==> src/rtl/core/taae_pkg.sv <==
`timescale 1ns / 1ps
// ----------------------------------------------------------------------------
// taae_pkg: shared types and constants
// Payload word types, encoding codes and the register file control bundle.
// ----------------------------------------------------------------------------
package taae_pkg;

  typedef struct packed {
    logic [4:0]  action;
    logic [15:0] hw_first;
    logic [15:0] hw_second;
    logic        in_it;
    logic        last_in_it;
    logic [31:0] pc_value;
  } taae_in_t;

  typedef struct packed {
    logic [3:0]  dest_index;
    logic [31:0] dest_value;
    logic        reg_written;
    logic        pc_written;
    logic [3:0]  flags_nzcv;
    logic        flags_updated;
    logic        unpredictable;
  } taae_out_t;

  typedef struct packed {
    logic        we;
    logic [3:0]  waddr;
    logic [31:0] wdata;
  } taae_wr_t;

  localparam logic [4:0] ACT_ADC_IMM       = 5'd0;
  localparam logic [4:0] ACT_ADC_REG_T1    = 5'd1;
  localparam logic [4:0] ACT_ADC_REG_T2    = 5'd2;
  localparam logic [4:0] ACT_ADD_IMM_T1    = 5'd3;
  localparam logic [4:0] ACT_ADD_IMM_T2    = 5'd4;
  localparam logic [4:0] ACT_ADD_IMM_T3    = 5'd5;
  localparam logic [4:0] ACT_ADD_IMM_T4    = 5'd6;
  localparam logic [4:0] ACT_ADD_REG_T1    = 5'd7;
  localparam logic [4:0] ACT_ADD_REG_T2    = 5'd8;
  localparam logic [4:0] ACT_ADD_REG_T3    = 5'd9;
  localparam logic [4:0] ACT_ADD_SP_IMM_T1 = 5'd10;
  localparam logic [4:0] ACT_ADD_SP_IMM_T2 = 5'd11;
  localparam logic [4:0] ACT_ADD_SP_IMM_T3 = 5'd12;
  localparam logic [4:0] ACT_ADD_SP_IMM_T4 = 5'd13;
  localparam logic [4:0] ACT_ADD_SP_REG_T1 = 5'd14;
  localparam logic [4:0] ACT_ADD_SP_REG_T2 = 5'd15;
  localparam logic [4:0] ACT_ADD_SP_REG_T3 = 5'd16;

  localparam logic [3:0] REG_SP = 4'd13;
  localparam logic [3:0] REG_PC = 4'd15;

  localparam logic [1:0] SH_LSL = 2'd0;
  localparam logic [1:0] SH_LSR = 2'd1;
  localparam logic [1:0] SH_ASR = 2'd2;
  localparam logic [1:0] SH_ROR = 2'd3;

  function automatic logic bad_reg(input logic [3:0] i);
    return (i == REG_SP) || (i == REG_PC);
  endfunction

  function automatic logic [32:0] expand_imm(input logic [11:0] imm12);
    logic [7:0]  m;
    logic [31:0] v;
    logic        bad;
    logic [31:0] base;
    m = imm12[7:0];
    bad = 1'b0;
    v = 32'd0;
    if (imm12[11:10] == 2'b00) begin
      bad = (imm12[9:8] != 2'b00) && (m == 8'd0);
      case (imm12[9:8])
        2'd0: v = {24'd0, m};
        2'd1: v = {8'd0, m, 8'd0, m};
        2'd2: v = {m, 8'd0, m, 8'd0};
        default: v = {m, m, m, m};
      endcase
    end else begin
      base = {24'd0, 1'b1, imm12[6:0]};
      v = (base >> imm12[11:7]) | (base << (6'd32 - {1'b0, imm12[11:7]}));
    end
    return {bad, v};
  endfunction

  function automatic logic [31:0] shift_imm(input logic [31:0] x, input logic [1:0] ty,
                                            input logic [4:0] n, input logic c);
    logic [31:0] r;
    r = x;
    case (ty)
      SH_LSL: r = x << n;
      SH_LSR: r = (n == 5'd0) ? 32'd0 : (x >> n);
      SH_ASR: r = (n == 5'd0) ? {32{x[31]}} : 32'($signed(x) >>> n);
      SH_ROR: r = (n == 5'd0) ? {c, x[31:1]} : ((x >> n) | (x << (6'd32 - {1'b0, n})));
      default: r = x;
    endcase
    return r;
  endfunction

endpackage

==> src/rtl/core/taae_regfile.sv <==
`timescale 1ns / 1ps
// ----------------------------------------------------------------------------
// taae_regfile: 16 x 32 register file
// Synchronous memory with three registered read ports and one write port; the
// top level's clearing sweep after reset writes zeros to every entry there.
// ----------------------------------------------------------------------------
module taae_regfile
  import taae_pkg::*;
(
  input  logic        clk,
  input  logic [3:0]  ra_addr,
  input  logic [3:0]  rb_addr,
  input  logic [3:0]  rc_addr,
  output logic [31:0] ra_data,
  output logic [31:0] rb_data,
  output logic [31:0] rc_data,
  input  taae_wr_t    wr
);

  logic [31:0] mem [16];

  always_ff @(posedge clk) begin
    if (wr.we) begin
      mem[wr.waddr] <= wr.wdata;
    end
    ra_data <= mem[ra_addr];
    rb_data <= mem[rb_addr];
    rc_data <= mem[rc_addr];
  end

endmodule

==> src/rtl/core/taae_exec.sv <==
`timescale 1ns / 1ps
// ----------------------------------------------------------------------------
// taae_exec: decode and add
// Decodes the encoding, forms operands and the sum, and builds the result.
// ----------------------------------------------------------------------------
module taae_exec
  import taae_pkg::*;
(
  input  taae_in_t    word,
  input  logic [31:0] ra_data,
  input  logic [31:0] rb_data,
  input  logic [31:0] sp_data,
  input  logic [3:0]  flags,
  output taae_out_t   res,
  output taae_wr_t    wr,
  output logic        flag_we
);

  logic [15:0] h;
  logic [15:0] l;
  logic [3:0]  d32;
  logic [3:0]  m32;
  logic [3:0]  n32;
  logic [1:0]  stype;
  logic [4:0]  simm5;
  logic [11:0] imm12;
  logic [32:0] eimm;
  logic [31:0] shv;
  logic [31:0] x;
  logic [31:0] y;
  logic        cin;
  logic [3:0]  d;
  logic        sf;
  logic        unp;
  logic        topc;
  logic [3:0]  dh;
  logic [32:0] wide;
  logic [31:0] sum;
  logic        v;

  always_comb begin
    h = word.hw_first;
    l = word.hw_second;
    d32 = l[11:8];
    n32 = h[3:0];
    m32 = l[3:0];
    stype = l[5:4];
    simm5 = {l[14:12], l[7:6]};
    imm12 = {h[10], l[14:12], l[7:0]};
    eimm = expand_imm(imm12);
    shv = shift_imm(rb_data, stype, simm5, flags[1]);
    dh = {h[7], h[2:0]};
    x = ra_data;
    y = 32'd0;
    cin = 1'b0;
    d = 4'd0;
    sf = 1'b0;
    unp = 1'b0;
    topc = 1'b0;
    case (word.action)
      ACT_ADC_IMM: begin
        unp = bad_reg(d32) || bad_reg(n32) || eimm[32];
        d = d32; y = eimm[31:0]; cin = flags[1]; sf = h[4];
      end
      ACT_ADC_REG_T1: begin
        d = {1'b0, h[2:0]}; y = rb_data; cin = flags[1]; sf = !word.in_it;
      end
      ACT_ADC_REG_T2: begin
        unp = bad_reg(d32) || bad_reg(n32) || bad_reg(m32);
        d = d32; y = shv; cin = flags[1]; sf = h[4];
      end
      ACT_ADD_IMM_T1: begin
        d = {1'b0, h[2:0]}; y = {29'd0, h[8:6]}; sf = !word.in_it;
      end
      ACT_ADD_IMM_T2: begin
        d = {1'b0, h[10:8]}; y = {24'd0, h[7:0]}; sf = !word.in_it;
      end
      ACT_ADD_IMM_T3: begin
        unp = bad_reg(d32) || (n32 == REG_PC) || eimm[32];
        d = d32; y = eimm[31:0]; sf = h[4];
      end
      ACT_ADD_IMM_T4: begin
        unp = bad_reg(d32); d = d32; y = {20'd0, imm12};
      end
      ACT_ADD_REG_T1: begin
        d = {1'b0, h[2:0]}; y = rb_data; sf = !word.in_it;
      end
      ACT_ADD_REG_T2: begin
        d = dh;
        unp = (dh == REG_PC && word.in_it && !word.last_in_it) ||
              (dh == REG_PC && h[6:3] == REG_PC);
        y = rb_data; topc = (dh == REG_PC);
      end
      ACT_ADD_REG_T3: begin
        d = d32; y = shv; topc = (d32 == REG_PC); sf = h[4] && (d32 != REG_PC);
      end
      ACT_ADD_SP_IMM_T1: begin
        d = {1'b0, h[10:8]}; x = sp_data; y = {22'd0, h[7:0], 2'b00};
      end
      ACT_ADD_SP_IMM_T2: begin
        d = REG_SP; x = sp_data; y = {23'd0, h[6:0], 2'b00};
      end
      ACT_ADD_SP_IMM_T3: begin
        unp = (d32 == REG_PC) || eimm[32];
        d = d32; x = sp_data; y = eimm[31:0]; sf = h[4];
      end
      ACT_ADD_SP_IMM_T4: begin
        unp = (d32 == REG_PC); d = d32; x = sp_data; y = {20'd0, imm12};
      end
      ACT_ADD_SP_REG_T1: begin
        d = dh; unp = (dh == REG_PC) && word.in_it && !word.last_in_it;
        x = sp_data; y = ra_data; topc = (dh == REG_PC);
      end
      ACT_ADD_SP_REG_T2: begin
        d = REG_SP; x = sp_data; y = rb_data;
      end
      ACT_ADD_SP_REG_T3: begin
        unp = ((d32 == REG_SP) && ((stype != SH_LSL) || (simm5 > 5'd3))) ||
              (d32 == REG_PC) || bad_reg(m32);
        d = d32; x = sp_data; y = shv; sf = h[4];
      end
      default: unp = 1'b1;
    endcase
    wide = {1'b0, x} + {1'b0, y} + {32'd0, cin};
    sum = wide[31:0];
    v = (~(x[31] ^ y[31])) & (x[31] ^ sum[31]);
    flag_we = !unp && sf;
    wr.we = !unp && !topc;
    wr.waddr = d;
    wr.wdata = sum;
    res.dest_index = unp ? 4'd0 : d;
    res.dest_value = unp ? 32'd0 : sum;
    res.reg_written = !unp && !topc;
    res.pc_written = !unp && topc;
    res.flags_nzcv = flag_we ? {sum[31], sum == 32'd0, wide[32], v} : flags;
    res.flags_updated = flag_we;
    res.unpredictable = unp;
  end

endmodule

==> src/rtl/core/thumb_add_adc_execute_top.sv <==
`timescale 1ns / 1ps
// ----------------------------------------------------------------------------
// thumb_add_adc_execute_top: Thumb ADC/ADD execute stage
// channel | dir | handshake            | word
// in      | in  | in_valid/in_ready    | taae_in_t
// out     | out | out_valid/out_ready  | taae_out_t
// One word per cycle: stage 1 issues register file reads, stage 2 adds and
// writes back; a write in stage 2 is forwarded to the reads for stage 1.
// Reset sweeps the 16-entry register file to zero, with in_ready low.
// A full output register with out_ready low stalls both stages.
// ----------------------------------------------------------------------------
module thumb_add_adc_execute_top
  import taae_pkg::*;
(
  input  logic      clk,
  input  logic      rst_n,
  input  logic      in_valid,
  output logic      in_ready,
  input  taae_in_t  in_data,
  output logic      out_valid,
  input  logic      out_ready,
  output taae_out_t out_data
);

  logic        clr_r, clr_nxt;
  logic [3:0]  clr_cnt_r;
  logic        s2_valid_r;
  taae_in_t    s2_word_r;
  logic [3:0]  ra_addr_r, rb_addr_r;
  logic        fwd_a_r, fwd_b_r, fwd_s_r;
  logic [31:0] fwd_data_r;
  logic [3:0]  flags_r;
  logic        out_valid_r;
  taae_out_t   out_r;
  logic [3:0]  ra_addr, rb_addr;
  logic [31:0] ra_mem, rb_mem, sp_mem;
  logic [31:0] ra_data, rb_data, sp_data;
  taae_out_t   res;
  taae_wr_t    ex_wr, wr;
  logic        flag_we, adv, s2_fire;
  logic [15:0] h, l;

  assign adv = !out_valid_r || out_ready;
  assign s2_fire = s2_valid_r && adv;
  assign in_ready = adv && !clr_r;
  assign out_valid = out_valid_r;
  assign out_data = out_r;

  always_comb begin
    h = in_data.hw_first;
    l = in_data.hw_second;
    ra_addr = h[3:0];
    rb_addr = l[3:0];
    case (in_data.action)
      ACT_ADC_REG_T1, ACT_ADD_IMM_T2, ACT_ADD_SP_REG_T1: begin
        ra_addr = (in_data.action == ACT_ADD_IMM_T2) ? {1'b0, h[10:8]} :
                  (in_data.action == ACT_ADC_REG_T1) ? {1'b0, h[2:0]} :
                  {h[7], h[2:0]};
        rb_addr = {1'b0, h[5:3]};
      end
      ACT_ADD_IMM_T1: ra_addr = {1'b0, h[5:3]};
      ACT_ADD_REG_T1: begin ra_addr = {1'b0, h[5:3]}; rb_addr = {1'b0, h[8:6]}; end
      ACT_ADD_REG_T2: begin ra_addr = {h[7], h[2:0]}; rb_addr = h[6:3]; end
      ACT_ADD_SP_REG_T2: rb_addr = h[6:3];
      default: ;
    endcase
  end

  always_comb begin
    wr = ex_wr;
    wr.we = ex_wr.we && s2_fire;
    if (clr_r) begin
      wr.we = 1'b1; wr.waddr = clr_cnt_r; wr.wdata = 32'd0;
    end
    clr_nxt = clr_r && (clr_cnt_r != 4'd15);
  end

  taae_regfile u_rf (
    .clk(clk), .ra_addr(adv ? ra_addr : ra_addr_r), .rb_addr(adv ? rb_addr : rb_addr_r),
    .rc_addr(REG_SP), .ra_data(ra_mem), .rb_data(rb_mem), .rc_data(sp_mem), .wr(wr));

  always_comb begin
    ra_data = fwd_a_r ? fwd_data_r : ra_mem;
    rb_data = fwd_b_r ? fwd_data_r : rb_mem;
    sp_data = fwd_s_r ? fwd_data_r : sp_mem;
    if (ra_addr_r == REG_PC) ra_data = s2_word_r.pc_value;
    if (rb_addr_r == REG_PC) rb_data = s2_word_r.pc_value;
  end

  taae_exec u_ex (
    .word(s2_word_r), .ra_data(ra_data), .rb_data(rb_data), .sp_data(sp_data),
    .flags(flags_r), .res(res), .wr(ex_wr), .flag_we(flag_we));

  always_ff @(posedge clk) begin
    if (!rst_n) begin
      clr_r <= 1'b1;
      clr_cnt_r <= 4'd0;
      s2_valid_r <= 1'b0;
      out_valid_r <= 1'b0;
      flags_r <= 4'd0;
    end else begin
      clr_r <= clr_nxt;
      clr_cnt_r <= clr_cnt_r + 4'd1;
      if (s2_fire && flag_we) flags_r <= res.flags_nzcv;
      if (adv) begin
        s2_valid_r <= in_valid && in_ready;
        out_valid_r <= s2_valid_r;
      end
    end
  end

  // hold payload while stalled; refresh stage-2 read data via forwarding
  always_ff @(posedge clk) begin
    if (adv) begin
      s2_word_r <= in_data;
      ra_addr_r <= ra_addr;
      rb_addr_r <= rb_addr;
      fwd_a_r <= wr.we && (wr.waddr == ra_addr);
      fwd_b_r <= wr.we && (wr.waddr == rb_addr);
      fwd_s_r <= wr.we && (wr.waddr == REG_SP);
      fwd_data_r <= wr.wdata;
      if (s2_valid_r) out_r <= res;
    end
  end

  a_unp_no_write: assert property (@(posedge clk) disable iff (!rst_n)
    (s2_fire && res.unpredictable) |-> !wr.we && !flag_we)
    else $error("unpredictable word changed state");
  a_pc_no_reg: assert property (@(posedge clk) disable iff (!rst_n)
    (out_valid && out_data.pc_written) |-> !out_data.reg_written)
    else $error("pc and register both written");
  a_clr_blocks: assert property (@(posedge clk) disable iff (!rst_n)
    clr_r |-> !in_ready)
    else $error("input taken during clear sweep");
  a_flags_hold: assert property (@(posedge clk) disable iff (!rst_n)
    !(s2_fire && flag_we) |=> $stable(flags_r))
    else $error("flags changed without update");

endmodule
==> config.mk <==
export PLATFORM = sky130hd
export DESIGN_NAME = thumb_add_adc_execute_top
export DESIGN_NICKNAME = d
export VERILOG_FILES = /design/src/rtl/core/taae_pkg.sv /design/src/rtl/core/taae_regfile.sv /design/src/rtl/core/taae_exec.sv /design/src/rtl/core/thumb_add_adc_execute_top.sv
export SDC_FILE = /design/constraint.sdc
export NUM_CORES = 2
export LEC_CHECK = 0
export BUFFER_PORTS_ARGS = -buffer_cell sky130_fd_sc_hd__buf_2
export CAP_MARGIN = 10
export CORE_MARGIN = 4
export CORE_UTILIZATION = 38
export CTS_CLUSTER_DIAMETER = 50
export DETAILED_ROUTE_END_ITERATION = 12
export GPL_ROUTABILITY_DRIVEN = 0
export GPL_TIMING_DRIVEN = 1
export RECOVER_POWER = 50
export SYNTH_ARGS = -nofsm -noshare
export SYNTH_HDL_FRONTEND = slang
export SYNTH_SLANG_ARGS = --single-unit
==> constraint.sdc <==
create_clock -name clk -period 8.1 [get_ports clk]
set_clock_uncertainty 0.2 [all_clocks]
set_input_delay 1.215 -clock clk [delete_from_list [all_inputs] [get_ports clk]]
set_output_delay 1.215 -clock clk [all_outputs]
set_load 0.01 [all_outputs]
==> impl_metrics.json <==
{
  "status": "finished with violations",
  "violations": "max-capacitance violations, max-slew violations",
  "ff2ff_path_depth": 11,
  "synth-seq-area-share_pct": 48.1,
  "cp-start-kind": "flop",
  "switching_power_mw": 4.10,
  "synth_top_area_share_pct": 43.0,
  "synthToLayoutAreaGrowth_pct": 11.7,
  "cts_buffers": 90,
  "ys_types": 96,
  "grt_start_max_net_pins": 152,
  "routed-wl-met3_mm": 20.7,
  "cts_setup_buffers": 0,
  "cts_sinks": 771,
  "start_util_pct": 38.2,
  "grt-ovfl-total": 0,
  "ys_warn_count": 0,
  "p_int_mw": 7.96,
  "synth_area_per_cell_um2": 9.50,
  "pwr-share-comb_pct": 28.2,
  "grt_pass1_vias": 37648,
  "drt_iter0_drc": 6123,
  "top_layer_used": "met5",
  "r2r-start": "s2_word_r[48]",
  "period_share_pct": 97.8,
  "crit_arrival_ns": 8.05,
  "drc": 0,
  "htreeDepth": 3,
  "final_nets": 4898,
  "power_frac_clock_pct": 34.1,
  "hold_path.startpoint": "u_rf.mem[13][22]",
  "wl_per_cell_um": 27.0,
  "first_pass_iters": 11,
  "rows": 127,
  "ant_nets": 0,
  "synth_area_leaders": "edfxtp_1 43%, nand2_1 10%, mux2i_1 5.6%",
  "tritoncts": "built",
  "dp.final_hpwl_mm": 113,
  "ys_async_sr_fraction_pct": 0,
  "hold_violations": 0,
  "syn_nets": 4934,
  "swShare_pct": 34.0,
  "drive_gt1_share_pct": 10.8,
  "maxSlewViolCount": 649,
  "clk_pin_slew_ns": 0.06,
  "grt_pass1_wl_mm": 253,
  "portBuffers": 114,
  "cp_max_fo": 66,
  "relSlewSlack_pct": -160,
  "grt_usage_pct": 26.7,
  "min_path_type": "flop to flop",
  "dr_wl_met2_mm": 75.8,
  "grt_setup_unrepaired": "no",
  "path_class": "flop to flop",
  "synth_edf_count": 656,
  "syn_area_um2": 45800,
  "drt-met1-wl_mm": 67.1,
  "yosysTopAreaCell": "edfxtp_1",
  "worstPathRequired_ns": 8.23,
  "worst_slew_pin_slew_ns": 3.90,
  "cts.repair.resized": 0,
  "setup_tns_ns": 0,
  "setup_violations": 0,
  "pwr-share-seq_pct": 37.7,
  "timing.rr.end": "u_rf.mem[6][26]",
  "clock_latency_ns": 0.68,
  "r2r_slack_ns": 0.18,
  "routed_wl_mm": 175,
  "whs_path_depth": 0,
  "vias": 40839,
  "max_freq_mhz": 126,
  "syn-instance-count": 4818,
  "io_pins": 121,
  "routed_via_density": 6.31,
  "min_period_ns": 7.92,
  "ctsLongestPathBuffers": 3,
  "die_y_um": 355,
  "clockRootBuffer": "clkbuf_16",
  "cts_hold_buf": 0,
  "endpoint_kind": "flop",
  "yosysMostFrequentCell": "nand2_1",
  "p_leak_nw": 19.1,
  "antenna_found_initial": 9,
  "power_density_nw_per_um2": 236,
  "die_w_um": 355,
  "die-area_um2": 126000,
  "hold_end": "u_rf.rc_data[22]",
  "ir_worst_vdd_uv": 161,
  "post-route-util_pct": 42.7,
  "ys_top_cells_by_count": "1229 x nand2_1, 656 x edfxtp_1, 299 x clkbuf_1, 294 x nand3_1, 264 x nor2_1",
  "core_area_um2": 120000,
  "synthFlopType": "edfxtp_1",
  "drv_cap": 18,
  "synth-seq-cells": 771
}
## worst max-delay path, stage by stage (launching register included)
cell       delay [ns]
edfxtp_1         0.47
buf_4            0.63
or3_1            0.21
clkbuf_1         0.82
or4_1            0.26
a2111oi_0        0.11
a211oi_1         0.67
nand2_1          1.28
o31a_1           0.76
or3_1            0.43
nor2_1           1.20
buf_4            0.50
## placed cells by master (no fill, tap or decap), drive strengths merged, types with 21 or more instances in the layout
cell       n
nand2   1229
edfxtp   656
nand3    294
nor2     264
mux2i    257
o21ai    235
clkbuf   219
a21oi    207
buf      182
dfxtp    115
a311oi   101
and3      94
mux4      80
a31oi     74
o221ai    55
mux2      55
nor3      52
a211oi    49
inv       43
nor2b     40
ha        39
a32oi     37
nand3b    34
clkinv    28
o211ai    26
and2      26
o22ai     23
xnor2     23
a221oi    21
## stage by stage
stage | hold WS, ns | worst slack, ns | instances | power [mW] | instance area, um2
3_5_place_dp | 0.184 | 0.525 | 6292 | 7.82 | 48200
5_1_grt | 0.209 | 0.0752 | 6472 | 12.4 | 51100
6_report | 0.197 | 0.178 | 6476 | 12.1 | 51100
2_1_floorplan | 0.170 | 0.356 | 4818 | 6.64 | 45800
4_1_cts | 0.197 | 0.491 | 6461 | 11.9 | 51300
3_3_place_gp | 0.181 | 0.518 | 6292 | 7.81 | 48200
## sequential cells by signal, indices dropped and copies added, names as in the netlist, 4 cells and up
name          cells
flags_r           4
u_rf.ra_data     32
fwd_data_r       32
s2_word_r        65
out_data         44
u_rf.mem        512
clr_cnt_r         4
u_rf.rb_data     32
u_rf.rc_data     32
rb_addr_r         4
ra_addr_r         4
## layout make-up
class | count | area [um2]
diodes | 5 | 12.5
repair buffers | 282 | 1810
multi-input cells | 3605 | 22100
clock inverters | 50 | 564
inverters | 32 | 131
fillers | 11491 | 68700
clock buffers | 119 | 2470
well taps | 1612 | 2020
flip-flops and latches | 771 | 22000
## logic make-up after synthesis
family | synth area share, %
adders and majority gates | 1.15
DFF | 48.1
xor gates and xnor gates | 0.823
muxes | 10.9
AOI/OAI and AO/OA | 14.8
buffers and inverters | 3.92
and+or+nand+nor | 20.3
## worst max path at each step
stage	start	end	slack, ns	cells past startpoint
2_1_floorplan	out_ready	u_rf.mem[4][0]	0.36	8
3_3_place_gp	fwd_b_r	out_data[4]	0.52	20
3_5_place_dp	fwd_b_r	out_data[4]	0.52	20
4_1_cts	fwd_b_r	out_data[4]	0.49	20
5_1_grt	fwd_b_r	out_data[4]	0.08	20
6_report	s2_word_r[48]	u_rf.mem[6][26]	0.18	11
## power by group through the flow
| stage | clock, mW | sequential, mW | combinational (mW) |
|---|---|---|---|
| detailed placement | 0 | 4.62 | 3.20 |
| global route | 4.35 | 4.55 | 3.54 |
| floorplan | 0 | 4.54 | 2.10 |
| finish | 4.12 | 4.55 | 3.40 |
| CTS | 4.18 | 4.54 | 3.22 |
| global placement | 0 | 4.62 | 3.18 |
## routing by layer
layer,track usage [%],vias up
met1,35.0,19650
li1,-,17777
met5,0,-
met2,40.2,2775
met4,15.0,2
met3,6.89,635
No activity file was read; power rests on OpenSTA's default activity.
